$ cat src/sv/serial_frame_receiver_core_macros.svh
`ifndef SERIAL_FRAME_RECEIVER_CORE_MACROS_SVH
`define SERIAL_FRAME_RECEIVER_CORE_MACROS_SVH

// Same-cycle implication, disabled during reset
`define SFRC_ASSERT_IMPL(name, cond, expr, msg) \
  name: assert property (@(posedge clk) disable iff (rst) (cond) |-> (expr)) \
    else $error(msg);

// Next-cycle implication, disabled during reset
`define SFRC_ASSERT_NEXT(name, cond, expr, msg) \
  name: assert property (@(posedge clk) disable iff (rst) (cond) |=> (expr)) \
    else $error(msg);

`endif

$ cat src/sv/sfrc_pkg.sv
package sfrc_pkg;

  localparam int MAX_FRAME_DEFAULT = 1024;

  localparam logic [7:0] SYNC_VALUE_RESET   = 8'd2;
  localparam logic [7:0] END_VALUE_RESET    = 8'd3;
  localparam logic [9:0] MAX_BODY_LEN_RESET = 10'd1021;
  localparam int         INDEX_CAP          = 1021;

  localparam logic [1:0] REG_SYNC_VALUE   = 2'd0;
  localparam logic [1:0] REG_END_VALUE    = 2'd1;
  localparam logic [1:0] REG_MAX_BODY_LEN = 2'd2;

  localparam logic [2:0] STATUS_BUSY  = 3'd0;
  localparam logic [2:0] STATUS_GOOD  = 3'd1;
  localparam logic [2:0] STATUS_CHECK = 3'd2;
  localparam logic [2:0] STATUS_END   = 3'd3;
  localparam logic [2:0] STATUS_LEN   = 3'd4;

  typedef struct packed {
    logic [7:0]  data_byte;
    logic [9:0]  byte_index;
    logic        last;
    logic [2:0]  status;
    logic [10:0] frame_length;
  } result_t;

endpackage

$ cat src/sv/serial_frame_receiver_core.sv
// Serial frame receiver. Takes one received byte per transfer and hunts for the sync
// byte; the frame then carries a 16-bit big-endian body length and the body, whose last
// two bytes are the check byte (inverted XOR of all earlier frame bytes) and the end
// marker. Each frame byte leaves as one transfer with its index; the final byte carries
// last, a status and the total frame length. Bytes outside a frame produce nothing. The
// block takes one byte per clock: each byte passes a compare and an XOR update into a
// result register backed by a one-entry skid register, so a stalled output costs no
// input cycle until both are full. Configuration writes are always ready and should be
// made while no frame is in flight.
module serial_frame_receiver_core #(
  parameter int MAX_FRAME = sfrc_pkg::MAX_FRAME_DEFAULT
) (
  input  logic        clk,
  input  logic        rst,
  input  logic        cfg_valid,
  output logic        cfg_ready,
  input  logic [1:0]  cfg_index,
  input  logic [9:0]  cfg_data,
  input  logic        in_valid,
  output logic        in_stall,
  input  logic [7:0]  rx_byte,
  output logic        out_valid,
  input  logic        out_stall,
  output logic [7:0]  data_byte,
  output logic [9:0]  byte_index,
  output logic        last,
  output logic [2:0]  status,
  output logic [10:0] frame_length
);

`include "serial_frame_receiver_core_macros.svh"

  localparam int         CAP_INT  = (MAX_FRAME - 3 < sfrc_pkg::INDEX_CAP) ?
                                    (MAX_FRAME - 3) : sfrc_pkg::INDEX_CAP;
  localparam logic [9:0] BODY_CAP = 10'(CAP_INT);

  typedef enum logic [1:0] {
    PH_HUNT,
    PH_LEN_HI,
    PH_LEN_LO,
    PH_BODY
  } phase_t;

  logic [7:0] sync_value;
  logic [7:0] end_value;
  logic [9:0] max_body_len;

  phase_t     phase, phase_next;
  logic [7:0] len_hi, len_hi_next;
  logic [9:0] body_last, body_last_next;
  logic [9:0] byte_count, byte_count_next;
  logic [7:0] running_xor, running_xor_next;
  logic       check_failed, check_failed_next;

  sfrc_pkg::result_t out_res;
  sfrc_pkg::result_t skid_res;
  sfrc_pkg::result_t res;
  logic              skid_valid;
  logic              emit;

  logic        in_fire;
  logic        out_fire;
  logic [9:0]  body_limit;
  logic [15:0] len_full;
  logic [9:0]  check_idx;

  assign cfg_ready = 1'b1;
  assign in_stall  = skid_valid;
  assign in_fire   = in_valid && !skid_valid;
  assign out_fire  = out_valid && !out_stall;

  assign body_limit = (max_body_len > BODY_CAP) ? BODY_CAP : max_body_len;
  assign len_full   = {len_hi, rx_byte};
  assign check_idx  = body_last - 10'd1;

  always_comb begin
    phase_next        = phase;
    len_hi_next       = len_hi;
    body_last_next    = body_last;
    byte_count_next   = byte_count;
    running_xor_next  = running_xor ^ rx_byte;
    check_failed_next = check_failed;
    emit              = 1'b1;
    res.data_byte     = rx_byte;
    res.byte_index    = byte_count;
    res.last          = 1'b0;
    res.status        = sfrc_pkg::STATUS_BUSY;
    res.frame_length  = 11'd0;
    case (phase)
      PH_HUNT: begin
        emit              = (rx_byte == sync_value);
        running_xor_next  = rx_byte;
        check_failed_next = 1'b0;
        byte_count_next   = 10'd1;
        res.byte_index    = 10'd0;
        if (emit) begin
          phase_next = PH_LEN_HI;
        end
      end
      PH_LEN_HI: begin
        len_hi_next     = rx_byte;
        byte_count_next = 10'd2;
        res.byte_index  = 10'd1;
        phase_next      = PH_LEN_LO;
      end
      PH_LEN_LO: begin
        res.byte_index = 10'd2;
        if (len_full < 16'd2 || len_full > {6'd0, body_limit}) begin
          phase_next       = PH_HUNT;
          byte_count_next  = 10'd0;
          res.last         = 1'b1;
          res.status       = sfrc_pkg::STATUS_LEN;
          res.frame_length = 11'd3;
        end else begin
          body_last_next  = len_full[9:0] + 10'd2;
          byte_count_next = 10'd3;
          phase_next      = PH_BODY;
        end
      end
      PH_BODY: begin
        if (byte_count < check_idx) begin
          byte_count_next = byte_count + 10'd1;
        end else if (byte_count == check_idx) begin
          check_failed_next = (rx_byte != ~running_xor);
          byte_count_next   = byte_count + 10'd1;
        end else begin
          phase_next       = PH_HUNT;
          byte_count_next  = 10'd0;
          res.last         = 1'b1;
          res.frame_length = {1'b0, byte_count} + 11'd1;
          if (check_failed) begin
            res.status = sfrc_pkg::STATUS_CHECK;
          end else if (rx_byte != end_value) begin
            res.status = sfrc_pkg::STATUS_END;
          end else begin
            res.status = sfrc_pkg::STATUS_GOOD;
          end
        end
      end
      default: begin
        phase_next = PH_HUNT;
        emit       = 1'b0;
      end
    endcase
  end

  always_ff @(posedge clk) begin
    if (rst) begin
      sync_value   <= sfrc_pkg::SYNC_VALUE_RESET;
      end_value    <= sfrc_pkg::END_VALUE_RESET;
      max_body_len <= sfrc_pkg::MAX_BODY_LEN_RESET;
      phase        <= PH_HUNT;
      len_hi       <= 8'd0;
      body_last    <= 10'd0;
      byte_count   <= 10'd0;
      running_xor  <= 8'd0;
      check_failed <= 1'b0;
      out_valid    <= 1'b0;
      skid_valid   <= 1'b0;
    end else begin
      if (cfg_valid && cfg_ready) begin
        case (cfg_index)
          sfrc_pkg::REG_SYNC_VALUE:   sync_value   <= cfg_data[7:0];
          sfrc_pkg::REG_END_VALUE:    end_value    <= cfg_data[7:0];
          sfrc_pkg::REG_MAX_BODY_LEN: max_body_len <= cfg_data;
          default: ;
        endcase
      end
      if (in_fire) begin
        phase        <= phase_next;
        len_hi       <= len_hi_next;
        body_last    <= body_last_next;
        byte_count   <= byte_count_next;
        running_xor  <= running_xor_next;
        check_failed <= check_failed_next;
      end
      // skid is only full while input is stalled
      if (out_fire) begin
        if (skid_valid) begin
          out_res    <= skid_res;
          skid_valid <= 1'b0;
        end else if (in_fire && emit) begin
          out_res <= res;
        end else begin
          out_valid <= 1'b0;
        end
      end else if (in_fire && emit) begin
        if (!out_valid) begin
          out_res   <= res;
          out_valid <= 1'b1;
        end else begin
          skid_res   <= res;
          skid_valid <= 1'b1;
        end
      end
    end
  end

  assign data_byte    = out_res.data_byte;
  assign byte_index   = out_res.byte_index;
  assign last         = out_res.last;
  assign status       = out_res.status;
  assign frame_length = out_res.frame_length;

  `SFRC_ASSERT_IMPL(a_skid_behind_out, skid_valid, out_valid, "skid full with output empty")
  `SFRC_ASSERT_IMPL(a_last_has_status, out_valid && last,
                    status != sfrc_pkg::STATUS_BUSY, "final byte without status")
  `SFRC_ASSERT_IMPL(a_busy_no_length, out_valid && !last,
                    status == sfrc_pkg::STATUS_BUSY && frame_length == 11'd0,
                    "non-final byte with status or length")
  `SFRC_ASSERT_IMPL(a_body_index_range, phase == PH_BODY,
                    byte_count >= 10'd3 && byte_count <= body_last,
                    "body index outside frame")
  `SFRC_ASSERT_NEXT(a_drop_in_hunt, in_fire && phase == PH_HUNT && rx_byte != sync_value,
                    phase == PH_HUNT, "left hunt without sync")

endmodule

$ cat config.mk
export PLATFORM = sky130hd
export DESIGN_NAME = serial_frame_receiver_core
export DESIGN_NICKNAME = d
export VERILOG_FILES = /design/src/sv/sfrc_pkg.sv /design/src/sv/serial_frame_receiver_core.sv
export VERILOG_INCLUDE_DIRS = /design/src /design/src/sv
export SDC_FILE = /design/constraint.sdc
export NUM_CORES = 1
export LEC_CHECK = 0
export BUFFER_PORTS_ARGS = -buffer_cell sky130_fd_sc_hd__buf_2
export CORE_ASPECT_RATIO = 1.75
export CORE_UTILIZATION = 61
export CTS_CLUSTER_SIZE = 25
export DETAILED_ROUTE_END_ITERATION = 12
export GPL_TIMING_DRIVEN = 0
export PLACE_DENSITY = 0.82
export RECOVER_POWER = 50
export SLEW_MARGIN = 15
export SYNTH_ARGS = -nofsm -noshare
export SYNTH_HDL_FRONTEND = slang
export SYNTH_SLANG_ARGS = --single-unit
export TNS_END_PERCENT = 20
$ cat constraint.sdc
create_clock -name clk -period 8.8 [get_ports clk]
set_input_delay 1.76 -clock clk [delete_from_list [all_inputs] [get_ports clk]]
set_output_delay 1.76 -clock clk [all_outputs]
set_load 0.02 [all_outputs]
# Word level (Yosys, flattened, before mapping)
# Cells that the tools add are included.
dict set report word_totals {
  reg_bits 133
  output_inout_bits 36
}
dict set report classes {
  addsub 4
  magnitude_cmp 4
  eq_ne 16
  muxes 31
  n_bitwise 5
  n_reduce_logical 23
}
# operator count
set op_table {}
lappend op_table {{$mux 33} 5}
lappend op_table {{$mux 15} 3}
lappend op_table {{$pmux 10 s4} 1}
lappend op_table {{$mux 10} 3}
lappend op_table {{$pmux 10 s3} 1}
lappend op_table {{$pmux 15 s2} 1}
lappend op_table {{$gt 16x10->1} 1}
lappend op_table {{$lt 16x2->1 const B} 1}
lappend op_table {{$ne 8x8->1} 2}
lappend op_table {{$reduce_and 4->1} 4}
lappend op_table {{$mux 2} 7}
lappend op_table {{$ne 2x2->1 const B} 6}
lappend op_table {{$add 10x1->11 const B} 1}
lappend op_table {{$add 10x1->10 const B} 1}
lappend op_table {{$add 10x2->10 const B} 1}
lappend op_table {{$eq 10x10->1} 1}
lappend op_table {{$gt 10x10->1 const B} 1}
lappend op_table {{$lt 10x10->1} 1}
lappend op_table {{$reduce_and 2->1} 5}
lappend op_table {{$sub 10x1->10 const B} 1}
lappend op_table {{$eq 8x8->1} 1}
lappend op_table {{$mux 8} 1}
lappend op_table {{$not 8->8} 1}
lappend op_table {{$pmux 2 s4} 1}
lappend op_table {{other kinds (14)} 32}

# Logic depth before layout (Yosys ltp)
dict set report logic_depth {
  ltp_word 9
  ltp_mapped 14
  ltp_nobuf 13
}

# Worst setup path after synthesis
# No wires, ideal clock.
dict set report synth_timing {
  path_type {input to register}
  startpoint {input rx_byte[6]}
  endpoint {register skid_res[0] in the netlist's numbering, enable pin}
  setup_time_ns 0.464
  arrival_ns 5.023
  slack_ns 3.313
  cell_stages 6
  path_buffers 1
  cell_sequence {clkbuf_1 -> xnor2_1 -> nand4_1 -> o21ai_0 -> nand2_1 -> nor3_1}
}
dict set report synth_between {
  elab_chain_len 4
}
# element line_no
set synth_rtl {}
lappend synth_rtl {{start, declared} serial_frame_receiver_core.sv:21} ;# input logic [7:0] rx_byte,
lappend synth_rtl {{$eq 8x8->1} serial_frame_receiver_core.sv:91} ;# emit = (rx_byte == sync_value);
lappend synth_rtl {{$mux 1} serial_frame_receiver_core.sv:89} ;# case (phase)
lappend synth_rtl {{$logic_and 1x1->1} serial_frame_receiver_core.sv:187} ;# end else if (in_fire && emit) begin
lappend synth_rtl {{$reduce_and 4->1 (no line)} n/a}
lappend synth_rtl {{end signal, assigned} serial_frame_receiver_core.sv:192} ;# skid_res <= res;
lappend synth_rtl {{end, declared} serial_frame_receiver_core.sv:56} ;# sfrc_pkg::result_t skid_res;
# Every way passes these cells.
# A chain may end at the register's enable or synchronous reset.

# Worst setup path in the final report
dict set report layout_timing {
  startpoint {input rx_byte[2]}
  endpoint {register out_res, in the netlist byte_index[9], enable pin}
}
dict set report layout_between {
  elab_chain_len 5
}
# element line_no
set layout_rtl {}
lappend layout_rtl {{$eq 8x8->1 *} serial_frame_receiver_core.sv:91}
lappend layout_rtl {{$mux 1 *} serial_frame_receiver_core.sv:89}
lappend layout_rtl {{$logic_and 1x1->1 *} {serial_frame_receiver_core.sv:182, serial_frame_receiver_core.sv:187}}
lappend layout_rtl {{$reduce_bool 2->1 (no line)} n/a}
lappend layout_rtl {{$reduce_and 4->1 (no line) *} n/a}
lappend layout_rtl {{end signal, assigned} serial_frame_receiver_core.sv:180} ;# out_res <= skid_res;
lappend layout_rtl {{end signal, assigned} serial_frame_receiver_core.sv:183} ;# out_res <= res;
lappend layout_rtl {{end signal, assigned} serial_frame_receiver_core.sv:189} ;# out_res <= res;
lappend layout_rtl {{end, declared} serial_frame_receiver_core.sv:55} ;# sfrc_pkg::result_t out_res;
# Mark *: on every way between the ends. The rest lies on a longest branch, timed or not.

==> key figures <==
Outcome
  • Status: finished, final reports clean

Synthesis
  • Simple-gate share of the synthesized area: ~18%
  • Adder-Cell Fraction of Synth Area: 4.600%
  • Synth async-reset ratio: 0%
  • Sequential fraction of the synthesis area: approximately half
  • Area contributors post-synth: edfxtp_1 (30%), dfxtp_1 (21%), nand2_1 (4.9%), ha_1 (4.6%), nor2_1 (3.8%)
  • EDFF count, synth: between 60 and 70
  • Syn_area_per_cell: 10.03 µm²
  • Yosys top cell by area: edfxtp_1
  • Post-synthesis xor/xnor area fraction: 6.306%
  • Syn Inst Count: 651
  • Syn nets: 700
  • Synthesized cell area: 0.006528 mm²
  • Main combinational cell family by area after synthesis: simple AND/OR/NAND/NOR gates
  • Synth cell types: 57
  • Yosys Warn Count: 0
  • #FFs+latches synth: roughly 130
  • Post-synthesis mux area share: ~5.4%
  • Synth Flop Type: dfxtp_1
  • Compound-Gate Fraction of Synth Area: 10.98%
  • Top-area cell type share of the netlist area: 30.36%

Power and ir drop
  • Worst VDD drop: roughly 0.17 mV
  • Internal power: 1.164 mW
  • Pwr Density: 204.8 mW/mm²
  • Leak: 3.000 nW
  • Power, Total: 1.555 mW
  • Sw Ratio: 25.13%
  • Logic pwr share: 9.7%
  • Reg power frac: 43.4%
  • Psw: 0.3908 mW
  • Power share of the clock group: 46.9%

Place
  • Pre-CTS setup slack: about 4000 ps
  • Hpwl dp: 12400 µm
  • Final Wtd Congestion: 0.9141
  • Port bufs: 59

Global routing
  • Total grt overflow: 0
  • Vias in the first global route: 5371
  • GRT Total Usage: ~33%
  • Initial antenna violation count: 0
  • Largest net degree at the start of global routing: 23
  • First-pass GRT wire length: 27060 µm

STA
  • RSZ-0062 raised after global routing: no
  • Final Hold Vio Count: 0
  • Tcrit/Tclk final: between 50% and 60%
  • Slew HR: 35.81%
  • Slew Limit Fails: 0
  • Max Clk Rate: 0.2209 GHz
  • Final setup margin: 4273 ps
  • Fin crit period: 4527 ps
  • Worst-Margin Slew: roughly 960 ps
  • Final number of setup-violating endpoints: 0
  • Fin Setup TNS: 0 ps
  • Clk_skew: 7.514 ps

Die
  • Chip Width: 80.20 µm
  • Die area: 0.01113 mm²
  • Num rows: 49
  • Chip height: between 100 and 150 µm
  • Io pins: 61
  • Core Region: approximately 0.010 mm²
  • Initial Util: between 60% and 70%

CTS
  • Clock root buffer: clkbuf_16
  • Clock buffer depth: 2
  • Num CTS Buffers: 17
  • Post-CTS setup buffer count: 0
  • Sink Count: between 100 and 150
  • Post-CTS Hold Fix Bufs: 0
  • H-Tree Depth: 4
  • Post-CTS Resized: 0
  • Clk pin slew, worst setup/hold paths: 60 ps
  • TritonCTS clock tree: done
  • Clk Latency, worst-skew pair: 420 ps

Route
  • Wire length per cell: 20.07 µm
  • Final WL: 17520 µm
  • First-pass DRT Iterations: 5
  • Vias per inst: 6.215
  • Antenna viol nets, final: 0
  • Initial DRC count: 435
  • DRC Markers: 0
  • Detailed-route via count: between 5000 and 6000

Worst setup path
  • Setup CP Type: in -> reg
  • Peak fanout along the critical path: 22
  • Worst Path Required: between 8000 and 9000 ps
  • Type of origin of the critical path: primary input
  • Register-to-Register Path Depth: 12
  • Crit path capture type: register
  • WP data arrival: 4650 ps

Final layout
  • NumNets Final: 782
  • Share of layout cells above drive strength 1: 10.19%
  • Area grow syn2layout: 16.31%
  • Antenna cells: 0

Min path
  • Min-Delay Path Class: reg -> reg
  • WHS Path Cells: 2

Job
  • Max_cap viols: 0
-- stage by stage --
stage / instance area, µm² / utilization [%] / hold WS [ps] / instances
6_report: 7592 / 73.28 / 468.8 / 873
5_1_grt: 7592 / 73.28 / 492.7 / 873
4_1_cts: 7660 / 73.93 / 465.8 / 873
3_5_place_dp: 7056 / 68.10 / 456.9 / 841
3_3_place_gp: 6982 / 67.38 / 442.1 / 837
2_1_floorplan: 6528 / - / 435.6 / 651
-- Yosys cell counts (all sizes together) (8+ instances only) --
library cell / n
a211o: 13
a21oi: 22
a22oi: 8
a31oi: 8
and3: 11
buf: 10
clkbuf: 30
dfxtp: 67
edfxtp: 66
ha: 24
inv: 25
mux2: 12
mux2i: 22
nand2: 87
nand3: 16
nand4: 15
nor2: 66
nor3: 11
o21ai: 30
o31ai: 9
xnor2: 20
xor2: 27
-- power by group through the flow --
stage / sequential [mW] / clock [mW] / combinational [mW]
3_5_place_dp: 0.686 / 0 / 0.147
2_1_floorplan: 0.685 / 0 / 0.102
4_1_cts: 0.673 / 0.729 / 0.149
5_1_grt: 0.675 / 0.752 / 0.165
3_3_place_gp: 0.686 / 0 / 0.139
6_report: 0.674 / 0.730 / 0.151
-- registers in the layout (all words and copies together) (netlist names), 10 cells and up --
register / cells
byte_count: 10
max_body_len: 10
byte_index: 10
skid_res: 33
frame_length: 11
body_last: 10
-- cells by family after synthesis --
family,after synthesis
AND/OR/NAND/NOR,238
flip-flops,133
AO/OA/AOI/OAI,109
buffers and inverters,65
XOR/XNOR,47
multiplexers,34
adder cells (fa/ha/maj),24
other,1
-- final cells by class --
class | instances | area [µm²]
Sequential cell | 133 | 3323
Inverter | 25 | 93.84
Timing Repair Buffer | 63 | 294.0
Fill cell | 735 | 2769
Tap cell | 127 | 158.9
Clock inverter | 15 | 178.9
Clock buffer | 17 | 425.4
Multi-Input combinational cell | 453 | 2939
Buffer | 40 | 178.9
-- path summary, 6_finish.rpt --
path,from,to,slack (ps)
hold reg to reg,len_hi[3]$_SDFFE_PP0P_,len_hi[3]$_SDFFE_PP0P_,470
setup reg to reg,body_last[0]$_SDFFE_PP0P_,frame_length[6]$_DFFE_PP_,5090
hold / removal,len_hi[3]$_SDFFE_PP0P_,len_hi[3]$_SDFFE_PP0P_,470
setup / recovery,rx_byte[2],byte_index[9]$_DFFE_PP_,4270
-- worst max-delay path, stage by stage --
cell      delay, ps
clkbuf_1        230
clkbuf_1        610
xnor2_1         190
nand4_1         140
o21ai_0         330
nand2_1         260
ha_1            270
nor2_1          100
nand2_1         100
a21oi_4         420
buf_16          240
-- per-layer routing --
layer	wire length [µm]	global-route usage [%]	share of wire [%]
met4	1083	21.71	6.2
met1	6016	34.01	34
met3	1055	6.447	6.0
met5	0	0	0
met2	9367	57.89	53
-- cell usage in the layout (no fill, tap or decap), drive strengths merged, types with 24 or more instances in the layout --
| cell type | n |
|---|---|
| o21ai | 30 |
| edfxtp | 66 |
| nand2 | 87 |
| inv | 29 |
| xor2 | 27 |
| dfxtp | 67 |
| buf | 24 |
| nor2 | 66 |
| clkbuf | 96 |
| ha | 24 |
(Power assumes the default switching activity.)
